$ cat src/hdl/cms_pkg.sv
package cms_pkg;

   localparam int unsigned TimeWidth  = 16;
   localparam int unsigned FaultWidth = 3;
   localparam int unsigned CsrAddrWidth = 4;
   localparam int unsigned CsrDataWidth = 32;

   typedef enum logic [4:0] {
      MODE_BOOT         = 5'd0,
      MODE_SELF_CHECK   = 5'd1,
      MODE_CALIBRATION  = 5'd2,
      MODE_SAFE_READY   = 5'd3,
      MODE_ARMED        = 5'd4,
      MODE_GROUND_TRACK = 5'd5,
      MODE_CANDIDATE    = 5'd6,
      MODE_PRECHARGE    = 5'd7,
      MODE_APPROACH     = 5'd8,
      MODE_TRANS_UP     = 5'd9,
      MODE_WALL         = 5'd10,
      MODE_CYLINDER     = 5'd11,
      MODE_TRANS_DOWN   = 5'd12,
      MODE_RECOVERY     = 5'd13,
      MODE_SEESAW       = 5'd14,
      MODE_LOCKOUT      = 5'd15,
      MODE_GROUND_FAULT = 5'd16,
      MODE_WALL_HOLD    = 5'd17,
      MODE_HARD_FAULT   = 5'd18,
      MODE_FINISHED     = 5'd19
   } mode_type;

   // fault bit positions
   localparam int unsigned FaultStale   = 0;
   localparam int unsigned FaultLockout = 1;
   localparam int unsigned FaultPower   = 2;

   localparam logic [2:0] SURF_GROUND = 3'd1;
   localparam logic [2:0] SURF_UP     = 3'd2;
   localparam logic [2:0] SURF_WALL   = 3'd3;
   localparam logic [2:0] SURF_CYL    = 3'd4;
   localparam logic [2:0] SURF_DOWN   = 3'd5;

   typedef enum logic [1:0] {
      REG_TRANSITION_TIMEOUT = 2'd0,
      REG_PRECHARGE_MIN      = 2'd1,
      REG_GROUND_CONFIRM     = 2'd2,
      REG_WALL_CAPABLE       = 2'd3
   } reg_index_type;

   localparam logic [TimeWidth-1:0] TransitionTimeoutReset = 16'd3000;
   localparam logic [TimeWidth-1:0] PrechargeMinReset      = 16'd500;
   localparam logic [TimeWidth-1:0] GroundConfirmReset     = 16'd500;

   typedef struct packed {
      logic [TimeWidth-1:0] elapsed_ms;
      logic                 supply_good;
      logic                 line_sensor_ok;
      logic                 inertial_fresh;
      logic                 wheel_enc_ok;
      logic                 period_ok;
      logic                 arm_request;
      logic                 suction_authorized;
      logic                 candidate_seen;
      logic [2:0]           surface;
   } req_type;

   typedef struct packed {
      logic [4:0]            mode;
      logic [FaultWidth-1:0] fault_flags;
      logic [TimeWidth-1:0]  time_in_mode_ms;
   } rsp_type;

   typedef struct packed {
      logic [TimeWidth-1:0] trans_timeout_ms;
      logic [TimeWidth-1:0] precharge_min_ms;
      logic [TimeWidth-1:0] ground_confirm_ms;
      logic                 wall_capable;
   } cfg_type;

   typedef struct packed {
      mode_type              mode;
      logic [FaultWidth-1:0] fault;
      logic [TimeWidth-1:0]  timer;
   } state_type;

endpackage

$ cat src/hdl/cms_csr.sv
module cms_csr
   import cms_pkg::*;
(
   input  logic                    clock,
   input  logic                    reset,
   input  logic                    csr_psel,
   input  logic                    csr_penable,
   input  logic                    csr_pwrite,
   input  logic [CsrAddrWidth-1:0] csr_paddr,
   input  logic [CsrDataWidth-1:0] csr_pwdata,
   output logic [CsrDataWidth-1:0] csr_prdata,
   output logic                    csr_pready,
   output cfg_type                 cfg
);

   cfg_type       cfg_ff, cfg_in;
   reg_index_type index;
   logic          wr_en;

   assign csr_pready = 1'b1;
   assign index = reg_index_type'(csr_paddr[3:2]);
   assign wr_en = csr_psel & csr_penable & csr_pwrite;

   always_comb begin
      cfg_in = cfg_ff;
      if (wr_en) begin
         unique case (index)
            REG_TRANSITION_TIMEOUT: cfg_in.trans_timeout_ms  = csr_pwdata[TimeWidth-1:0];
            REG_PRECHARGE_MIN:      cfg_in.precharge_min_ms  = csr_pwdata[TimeWidth-1:0];
            REG_GROUND_CONFIRM:     cfg_in.ground_confirm_ms = csr_pwdata[TimeWidth-1:0];
            REG_WALL_CAPABLE:       cfg_in.wall_capable      = csr_pwdata[0];
         endcase
      end
   end

   always_ff @(posedge clock) begin
      if (reset) begin
         cfg_ff.trans_timeout_ms  <= TransitionTimeoutReset;
         cfg_ff.precharge_min_ms  <= PrechargeMinReset;
         cfg_ff.ground_confirm_ms <= GroundConfirmReset;
         cfg_ff.wall_capable      <= 1'b1;
      end else begin
         cfg_ff <= cfg_in;
      end
   end

   always_comb begin
      unique case (index)
         REG_TRANSITION_TIMEOUT:
            csr_prdata = {{(CsrDataWidth-TimeWidth){1'b0}}, cfg_ff.trans_timeout_ms};
         REG_PRECHARGE_MIN:
            csr_prdata = {{(CsrDataWidth-TimeWidth){1'b0}}, cfg_ff.precharge_min_ms};
         REG_GROUND_CONFIRM:
            csr_prdata = {{(CsrDataWidth-TimeWidth){1'b0}}, cfg_ff.ground_confirm_ms};
         REG_WALL_CAPABLE:
            csr_prdata = {{(CsrDataWidth-1){1'b0}}, cfg_ff.wall_capable};
      endcase
   end

   assign cfg = cfg_ff;

endmodule

$ cat src/hdl/cms_next.sv
module cms_next
   import cms_pkg::*;
(
   input  state_type cur,
   input  req_type   req,
   input  cfg_type   cfg,
   output state_type nxt
);

   logic                 ready, ground, up, wall, cyl, down, late;
   logic                 cand, stale;
   logic [TimeWidth-1:0] timer_sum;
   logic                 change;
   mode_type             target;

   always_comb begin
      ready  = req.line_sensor_ok & req.inertial_fresh & req.wheel_enc_ok & req.period_ok;
      ground = req.surface == SURF_GROUND;
      up     = (req.surface == SURF_UP) || (req.surface == SURF_WALL);
      wall   = req.surface == SURF_WALL;
      cyl    = req.surface == SURF_CYL;
      down   = (req.surface == SURF_DOWN) || (req.surface == SURF_GROUND);
      cand   = req.candidate_seen;

      timer_sum = cur.timer + req.elapsed_ms;   // wraps
      late      = timer_sum > cfg.trans_timeout_ms;

      nxt    = cur;
      change = 1'b0;
      target = cur.mode;
      stale  = 1'b0;

      unique case (cur.mode)
         MODE_BOOT: begin
            change = 1'b1;
            target = MODE_SELF_CHECK;
         end
         MODE_SELF_CHECK: begin
            change = req.supply_good;
            target = MODE_CALIBRATION;
         end
         MODE_CALIBRATION: begin
            change = ready & ground;
            target = MODE_SAFE_READY;
         end
         MODE_SAFE_READY: begin
            change = req.arm_request & ready;
            target = MODE_ARMED;
         end
         MODE_ARMED: begin
            change = ready & ground;
            target = MODE_GROUND_TRACK;
         end
         MODE_GROUND_TRACK: begin
            change = req.suction_authorized & ready & cand;
            if (cfg.wall_capable) begin
               target = MODE_CANDIDATE;
            end else begin
               target = MODE_LOCKOUT;
               nxt.fault[FaultLockout] = cur.fault[FaultLockout] | change;
            end
         end
         MODE_CANDIDATE: begin
            stale  = !ready || !cand;
            change = !stale;
            target = MODE_PRECHARGE;
         end
         MODE_PRECHARGE: begin
            stale  = !ready || !cand || late;
            change = !stale && (timer_sum >= cfg.precharge_min_ms);
            target = MODE_APPROACH;
         end
         MODE_APPROACH: begin
            stale  = !ready || (!cand && !up) || late;
            change = !stale && up;
            target = MODE_TRANS_UP;
         end
         MODE_TRANS_UP: begin
            stale  = !ready || late;
            change = !stale && wall;
            target = MODE_WALL;
         end
         MODE_WALL: begin
            stale  = !ready;
            change = !stale && (cyl || down);
            target = cyl ? MODE_CYLINDER : MODE_TRANS_DOWN;
         end
         MODE_CYLINDER: begin
            stale  = !ready;
            change = !stale && (wall || down);
            target = wall ? MODE_WALL : MODE_TRANS_DOWN;
         end
         MODE_TRANS_DOWN: begin
            stale  = !ready || late;
            change = !stale && ground;
            target = MODE_RECOVERY;
         end
         MODE_RECOVERY: begin
            stale  = !ready || up || cyl;
            change = !stale && ground && (timer_sum >= cfg.ground_confirm_ms);
            target = MODE_GROUND_TRACK;
         end
         MODE_SEESAW: begin
            change = ground;
            target = MODE_GROUND_TRACK;
         end
         MODE_LOCKOUT, MODE_GROUND_FAULT, MODE_WALL_HOLD, MODE_HARD_FAULT,
         MODE_FINISHED: begin
            change = 1'b0;
         end
         default: begin
            // corrupted mode code
            change = 1'b1;
            target = MODE_HARD_FAULT;
            nxt.fault[FaultPower] = 1'b1;
         end
      endcase

      nxt.fault[FaultStale] = cur.fault[FaultStale] | stale;
      nxt.mode  = change ? target : cur.mode;
      nxt.timer = change ? '0 : timer_sum;
   end

endmodule

$ cat src/hdl/climb_mode_sequencer_top.sv
// Operating-mode sequencer for a wall-climbing vehicle.
// req channel: one beat per control tick (elapsed time, health flags, operator
// inputs, candidate flag, surface class). rsp channel: one beat per req beat
// with the mode, sticky fault flags and time in mode after that tick.
// A beat moves when valid is high and stall is low.
// The rsp beat of a tick appears in the cycle after it is taken: the next-state logic
// sits between the req port and the state registers, which are also the rsp register.
// Throughput is one beat per cycle; req_stall is raised only while an rsp beat is held
// by rsp_stall, so a new tick is taken in the same cycle the pending result leaves.
// Tuning registers sit on the csr_ APB port (byte address 4 * index); the user must
// write them only while the sequencer is idle, the block itself does not enforce it.
// Reset (synchronous) puts the mode in boot, clears faults and the timer, loads
// the register defaults and drops rsp_valid. Faults clear only by reset.
module climb_mode_sequencer_top
   import cms_pkg::*;
(
   input  logic                    clock,
   input  logic                    reset,
   input  logic                    req_valid,
   output logic                    req_stall,
   input  req_type                 req_payload,
   output logic                    rsp_valid,
   input  logic                    rsp_stall,
   output rsp_type                 rsp_payload,
   input  logic                    csr_psel,
   input  logic                    csr_penable,
   input  logic                    csr_pwrite,
   input  logic [CsrAddrWidth-1:0] csr_paddr,
   input  logic [CsrDataWidth-1:0] csr_pwdata,
   output logic [CsrDataWidth-1:0] csr_prdata,
   output logic                    csr_pready
);

   cfg_type   cfg;
   state_type state_ff, state_in;
   logic      rsp_valid_ff, rsp_valid_in;
   logic      accept;

   cms_csr u_csr (
      .clock       (clock),
      .reset       (reset),
      .csr_psel    (csr_psel),
      .csr_penable (csr_penable),
      .csr_pwrite  (csr_pwrite),
      .csr_paddr   (csr_paddr),
      .csr_pwdata  (csr_pwdata),
      .csr_prdata  (csr_prdata),
      .csr_pready  (csr_pready),
      .cfg         (cfg)
   );

   cms_next u_next (
      .cur (state_ff),
      .req (req_payload),
      .cfg (cfg),
      .nxt (state_in)
   );

   assign req_stall = rsp_valid_ff & rsp_stall;
   assign accept    = req_valid & ~req_stall;

   always_comb begin
      rsp_valid_in = rsp_valid_ff;
      if (accept) begin
         rsp_valid_in = 1'b1;
      end else if (!rsp_stall) begin
         rsp_valid_in = 1'b0;
      end
   end

   always_ff @(posedge clock) begin
      if (reset) begin
         state_ff.mode  <= MODE_BOOT;
         state_ff.fault <= '0;
         state_ff.timer <= '0;
         rsp_valid_ff   <= 1'b0;
      end else begin
         if (accept) begin
            state_ff <= state_in;
         end
         rsp_valid_ff <= rsp_valid_in;
      end
   end

   assign rsp_valid                   = rsp_valid_ff;
   assign rsp_payload.mode            = state_ff.mode;
   assign rsp_payload.fault_flags     = state_ff.fault;
   assign rsp_payload.time_in_mode_ms = state_ff.timer;

endmodule

$ cat config.mk
export PLATFORM = sky130hd
export DESIGN_NAME = climb_mode_sequencer_top
export DESIGN_NICKNAME = d
export VERILOG_FILES = /design/src/hdl/cms_pkg.sv /design/src/hdl/cms_csr.sv /design/src/hdl/cms_next.sv /design/src/hdl/climb_mode_sequencer_top.sv
export SDC_FILE = /design/constraint.sdc
export NUM_CORES = 1
export LEC_CHECK = 0
export CAP_MARGIN = 15
export CORE_ASPECT_RATIO = 0.7
export CORE_MARGIN = 2
export CORE_UTILIZATION = 38
export CTS_BUF_LIST = sky130_fd_sc_hd__clkbuf_4 sky130_fd_sc_hd__clkbuf_8
export DETAILED_ROUTE_END_ITERATION = 7
export DONT_BUFFER_PORTS = 1
export PLACE_DENSITY_LB_ADDON = 0.3
export RECOVER_POWER = 50
export SLEW_MARGIN = 10
export SYNTH_ARGS = -nofsm -noshare
export SYNTH_HDL_FRONTEND = slang
export SYNTH_HIERARCHICAL = 1
export SYNTH_SLANG_ARGS = --single-unit
$ cat constraint.sdc
create_clock -name clock -period 5.72 [get_ports clock]
set_input_delay 0.286 -clock clock [delete_from_list [all_inputs] [get_ports clock]]
set_output_delay 0.286 -clock clock [all_outputs]
set_load 0.05 [all_outputs]
=== Yosys cells after proc, flatten, opt, wreduce, memory -nomap -nowiden ===
Cells that the tools add are included.

* $add $sub $neg: 1
* Multipliers: 0
* Divide/modulo/power cells: 0
* $lt $le $gt $ge: 3
* Equality and inequality tests: 28
* Shift-type cells: 0
* Mux-type cells: 10
* Bitwise logic cells: 17
* Reduce and logical (&&, ||, !) cells: 43

{| class="wikitable"
|+ Operators with widths
! operator !! number
|-
| case mux 32 bit (4 select lines) || 1
|-
| case mux 5 bit (14 select lines) || 1
|-
| == test 5 x 4 -> 1 bit (second input constant) || 8
|-
| >= comparator 16 bit || 2
|-
| == test 5 x 3 -> 1 bit (second input constant) || 4
|-
| == test 5 bit (second input constant) || 4
|-
| OR reduction 20 bit || 1
|-
| adder 16 bit || 1
|-
| > comparator 16 bit || 1
|-
| 2-to-1 mux 16 bit || 1
|-
| case mux 1 bit (14 select lines) || 1
|-
| AND 1 bit || 11
|-
| logical OR 1 bit || 11
|-
| == test 5 x 2 -> 1 bit (second input constant) || 2
|-
| AND reduction 2 bit || 5
|-
| logical AND 1 bit || 9
|-
| logical NOT 1 bit || 8
|-
| == test 3 x 2 -> 1 bit (second input constant) || 2
|-
| == test 3 bit (second input constant) || 2
|-
| 2-to-1 mux 3 bit || 2
|-
| case mux 1 bit (6 select lines) || 1
|-
| AND reduction 3 bit || 2
|-
| OR reduction 2 bit || 3
|-
| == test 5 x 1 -> 1 bit (second input constant) || 1
|-
| 12 further kinds || 18
|}

* Register bits after elaboration: 74
* Latch bits: 0
* Memory bits (writable): 0
* ROM bits: 0
* Output and inout bits: 59
* Logic and storage cells: 112
* Memories kept: 0

=== Logic depth before layout (Yosys ltp) ===
* Word-level depth: 11
* Gate-level depth with buffers: 18
* Gate-level depth less buffers: 18

=== Modules after synthesis ===
The synthesis kept the hierarchy.

{| class="wikitable"
|+ Modules (own cells, without submodules)
! module !! instances !! cells each !! area each (sq um) !! seq. area each (sq um)
|-
| cms_next || 1 || 387 || 2727.6 || 0.0
|-
| cms_csr || 1 || 259 || 2449.8 || 980.9
|-
| climb_mode_sequencer_top || 1 || 109 || 1144.8 || 500.5
|}

=== Worst setup path before layout ===
No wires, ideal clock.

* Path kind: register -> register
* From: reg state_ff, in the netlist rsp_payload[0]
* To: reg state_ff, in the netlist rsp_payload[19]
* Library setup time: 0.119 ns
* Data arrival time: 4.357 ns
* Data required time: 5.601 ns
* Setup slack: 1.244 ns
* Stages on the path, launching flop included: 19
* Path buffers: 0
* Clock period less this slack: 4.476 ns
* Path through: dfxtp_1 -> ha_1 -> fa_1 -> a21o_1 -> a21oi_1 -> o21bai_1 -> a221o_1 -> o31ai_1 -> xnor2_1 -> ha_1 -> nand4_1 -> or2_1 -> or3_4 -> o31ai_4 -> o311ai_4 -> nand3_4 -> mux2_4 -> nand2b_1 -> mux2i_1

* Longest elaborated chain between the ends: 7
* Elaborated cells between the ends (all ways): 17
* Those cells by class: add/sub (1); order compare (3); mux (1); reduce/logical (12)

{| class="wikitable"
|+ RTL lines
! what !! RTL line !! text
|-
| start: declaration || climb_mode_sequencer_top.sv:35 || <nowiki>state_type state_ff, state_in;</nowiki>
|-
| start signal: assignment || climb_mode_sequencer_top.sv:79 || <nowiki>state_ff <= state_in;</nowiki>
|-
| adder 16 bit (*) || cms_next.sv:25 || <nowiki>timer_sum = cur.timer + req.elapsed_ms;</nowiki>
|-
| > comparator 16 bit || cms_next.sv:26 || <nowiki>late = timer_sum > cfg.trans_timeout_ms;</nowiki>
|-
| logical OR 1 bit, on equally long branches || - ||
|-
| logical NOT 1 bit, on equally long branches || - ||
|-
| logical AND 1 bit, on equally long branches || - ||
|-
| case mux 1 bit (14 select lines) (*) || cms_next.sv:33 || <nowiki>unique case (cur.mode)</nowiki>
|-
| AND reduction 3 bit (no source line) (*) || - ||
|}

Mark *: on every way between the ends. The rest lies on a longest branch, timed or not.
A chain may end at the register's enable or synchronous reset.

=== Final worst setup path ===
Ends and elaborated chain as after synthesis.

==> impl_metrics.toml <==
[sta]
fin_crit_sh_pct = 89.87
drv_slew = 23
min_period_ns = 5.140
rsz0062_at_grt = "no"
finalHoldViolCount = 0
worst-slew-pin-transition_ns = 2.902
fmax_ghz = 0.1945
clock_skew_ns = 0.01158
fin_tns_setup_ns = 0
slew_headroom_pct = -93.90
finalSetupViolations = 0

[clocking]
cts_num_sinks = 74
cts_buffer_depth = 2
cts.clk_slew.worst_paths_ns = 0.08
clock-root-buffer = "clkbuf_8"
h-tree-depth = 3
cts_tree = "built"
cts_buffers = 9
clk_latency_ns = 0.35

[worst_hold_path]
whs_path_depth = 2
hold_class = "in2reg"
holdPathEnd = "rsp_valid"
min_from = "req_valid"

[cells_and_area]
fillers = 1713
fin_cells = 970
n_antenna_cell = 0
stdcell_area_um2 = 6600
final_nets = 874
area_growth_syn_to_layout_pct = 4.393
finalCoreUtilization_pct = 40.50
drive_gt1_share_pct = 4.430

[outcome]
status = "complete, but fails checks"
violations = "capacitance limit, slew limit"

[logic_synthesis]
netlist_area_um2 = 6322
syn_area_per_cell_um2 = 8.374
ys_seq_area_share_pct = 23.43
yosys_warnings = 6
synth-seq-cells = 74
synth_edf_count = 0
async_flop_share_pct = 0
synth_cell_types = 69
syn_inst = 755
synth_ff_type = "dfxtp_1"

[setup_path]
cp-start-kind = "flop"
crit_path_end_kind = "flop"
r2r_start = "rsp_payload[0]"
critical_path_arrival_ns = 5.38
crit_family = "compound AO/OA/AOI/OAI gates"
slowest_delay_ns = 0.50
cp.required_ns = 5.96
crit_fanout = 13
cp_num_buf_inv = 0
reg2reg_depth = 18
crit_path_cell_trace = "ha_1, fa_1, a21o_1, a21oi_1, o21bai_1, a221o_1, o31ai_1, xnor2_1, ha_1, nand4_1, or2_1, or3_4, o31ai_4, o311ai_4, nand3_4, mux2_4, nand2b_1, mux2i_1"
path_class = "reg2reg"
crit_slowest_cell = "dfxtp_1"
rr_endpoint = "rsp_payload[19]"
rrSetupSlack_ns = 0.58
cp_common_cell = "ha_1"

[route]
vias = 4997
ant_nets = 0
drc = 0
drtPass1Iterations = 5
wl_per_cell_um = 16.70
wl_um = 16200
drt-initial-drc-count = 260
drt-vias-per-instance = 5.152

[die]
initial_core_util_pct = 38.79
die_h_um = 111.9
die_area_um2 = 17700
fp-row-count = 39
die_x_um = 158.2
core_um2 = 16300
io_pins = 129

[placement]
placed_area_um2 = 6414
dp_hpwl_um = 11960
gp_congestion = 0.8738
dp_cells = 952
port_buffers = 0

[power_and_ir_drop]
ir_drop_mv = 0.08823
cellLeakagePower_uw = 0.002943
finalPower_uw = 1389
power.density_nw_per_um2 = 210.4

[global_routing]
track_usage_pct = 18.60
antenna_found_initial = 0
grt_max_degree = 121
overflow = 0
first_global_vias = 4729
grt_first_pass_wirelength_um = 26030

[job]
cap_violations = 2
==> worst max-delay path by stage <==
stage	from	to	slack [ns]	depth (start not counted)
2_1_floorplan	rsp_payload[0]	rsp_payload[19]	1.24	18
3_3_place_gp	rsp_payload[0]	rsp_payload[19]	0.61	18
3_5_place_dp	rsp_payload[0]	rsp_payload[19]	0.55	18
4_1_cts	rsp_payload[0]	rsp_payload[19]	0.54	18
5_1_grt	rsp_payload[6]	rsp_payload[19]	0.24	19
6_report	rsp_payload[0]	rsp_payload[19]	0.58	18
==> cell usage after synthesis, types with 2 or more instances <==
master / instances / area (um^2)
buf_12: 2 / 40.04
o31ai_1: 3 / 22.52
buf_2: 8 / 40.04
buf_4: 20 / 150.1
o21bai_1: 8 / 60.06
mux2i_1: 91 / 910.9
a31oi_1: 6 / 37.54
and4_1: 14 / 122.6
ha_1: 63 / 788.3
nand2b_1: 99 / 619.3
and3_1: 4 / 25.02
nor3b_1: 3 / 22.52
xnor2_1: 9 / 78.83
o21a_1: 5 / 37.54
a21oi_1: 37 / 185.2
o21ai_0: 28 / 140.1
nand3b_1: 4 / 30.03
nor2b_1: 8 / 50.05
a21o_1: 12 / 90.09
buf_6: 4 / 45.04
xor2_1: 5 / 43.79
or2_2: 2 / 12.51
nor3_1: 10 / 50.05
inv_1: 56 / 210.2
nand2_1: 42 / 157.7
nand3_1: 8 / 40.04
mux2_4: 2 / 30.03
or3_1: 2 / 12.51
dfxtp_1: 74 / 1481
conb_1: 2 / 7.510
clkbuf_1: 21 / 78.83
a311oi_1: 2 / 17.52
nand4_1: 8 / 50.05
o211ai_1: 4 / 30.03
nor2_1: 55 / 206.5
==> per-layer routing <==
metal	track usage, %	routed length [um]	vias to the layer above
met3	5.099	1017	8
li1	-	-	2547
met4	2.763	80	0
met1	28.07	8480	2322
met5	0	0	-
met2	26.75	6617	120
==> registers in the layout, indices dropped and copies added, names as in the netlist <==
register / cells
u_csr/cfg: 49
rsp_valid: 1
rsp_payload: 24
==> timing repair <==
| action | CTS | global route |
|---|---|---|
| gates resized for setup | 0 | 0 |
| buffers inserted | 0 | 0 |
| hold endpoints to repair | 1 | 0 |
| hold buffers | 1 | 0 |
==> kinds of logic after synthesis <==
logic type / after synthesis / synth area share [%]
AND/OR/NAND/NOR: 271 / 24.09
AO/OA/AOI/OAI: 124 / 13.42
flip-flops: 74 / 23.43
XOR/XNOR: 14 / 1.939
multiplexers: 94 / 15.24
adder cells (fa/ha/maj): 64 / 12.78
buffers and inverters: 112 / 8.985
other: 2 / 0.1188
==> power breakdown <==
part	total, uW	switching, uW	leakage, uW	internal, uW
clock network	477	209	0.000110	268
registers	551	25.1	0.000599	526
logic	361	229	0.00223	132
total	1390	463	0.00294	926
==> layout by cell type (no fill, tap or decap), types with 9 or more instances in the layout <==
| master | n |
|---|---|
| a21oi_1 | 37 |
| a21o_1 | 12 |
| clkbuf_8 | 10 |
| dfxtp_1 | 74 |
| clkbuf_1 | 11 |
| nor2_1 | 55 |
| o21ai_0 | 13 |
| xnor2_1 | 9 |
| nor3_1 | 11 |
| o21ai_1 | 15 |
| and4_1 | 14 |
| ha_1 | 63 |
| conb_1 | 17 |
| nand2_1 | 43 |
| nand2b_1 | 99 |
| mux2i_1 | 91 |
| inv_1 | 56 |
==> area by class of cell <==
class	count	area, um^2	share of cell area, %
Tap cell	225	281.5	4.265
Clock buffer	12	152.6	2.313
Inverter	56	210.2	3.185
Timing Repair Buffer	15	86.33	1.308
Sequential cell	74	1481	22.45
Multi-Input combinational cell	584	4313	65.35
Clock inverter	4	75.07	1.137
==> worst register-to-register path, stage by stage (launching register included) <==
cell      delay, ns
dfxtp_1        0.50
ha_1           0.32
fa_1           0.40
a21o_1         0.22
a21oi_1        0.22
o21bai_1       0.13
a221o_1        0.40
o31ai_1        0.30
xnor2_1        0.18
ha_1           0.33
nand4_1        0.16
or2_1          0.30
or3_4          0.40
o31ai_4        0.13
o311ai_4       0.32
nand3_4        0.28
mux2_4         0.32
nand2b_1       0.07
mux2i_1        0.06
==> metrics by stage <==
step / hold slack, ns / setup WS, ns
finish: 0.06493 / 0.5797
global route: 0.05006 / 0.2412
CTS: 0.04156 / 0.5388
detailed placement: 0.3799 / 0.5515
global placement: 0.3780 / 0.6099
floorplan: 0.4034 / 1.244
Note: power is estimated with default switching activity, not from simulation.
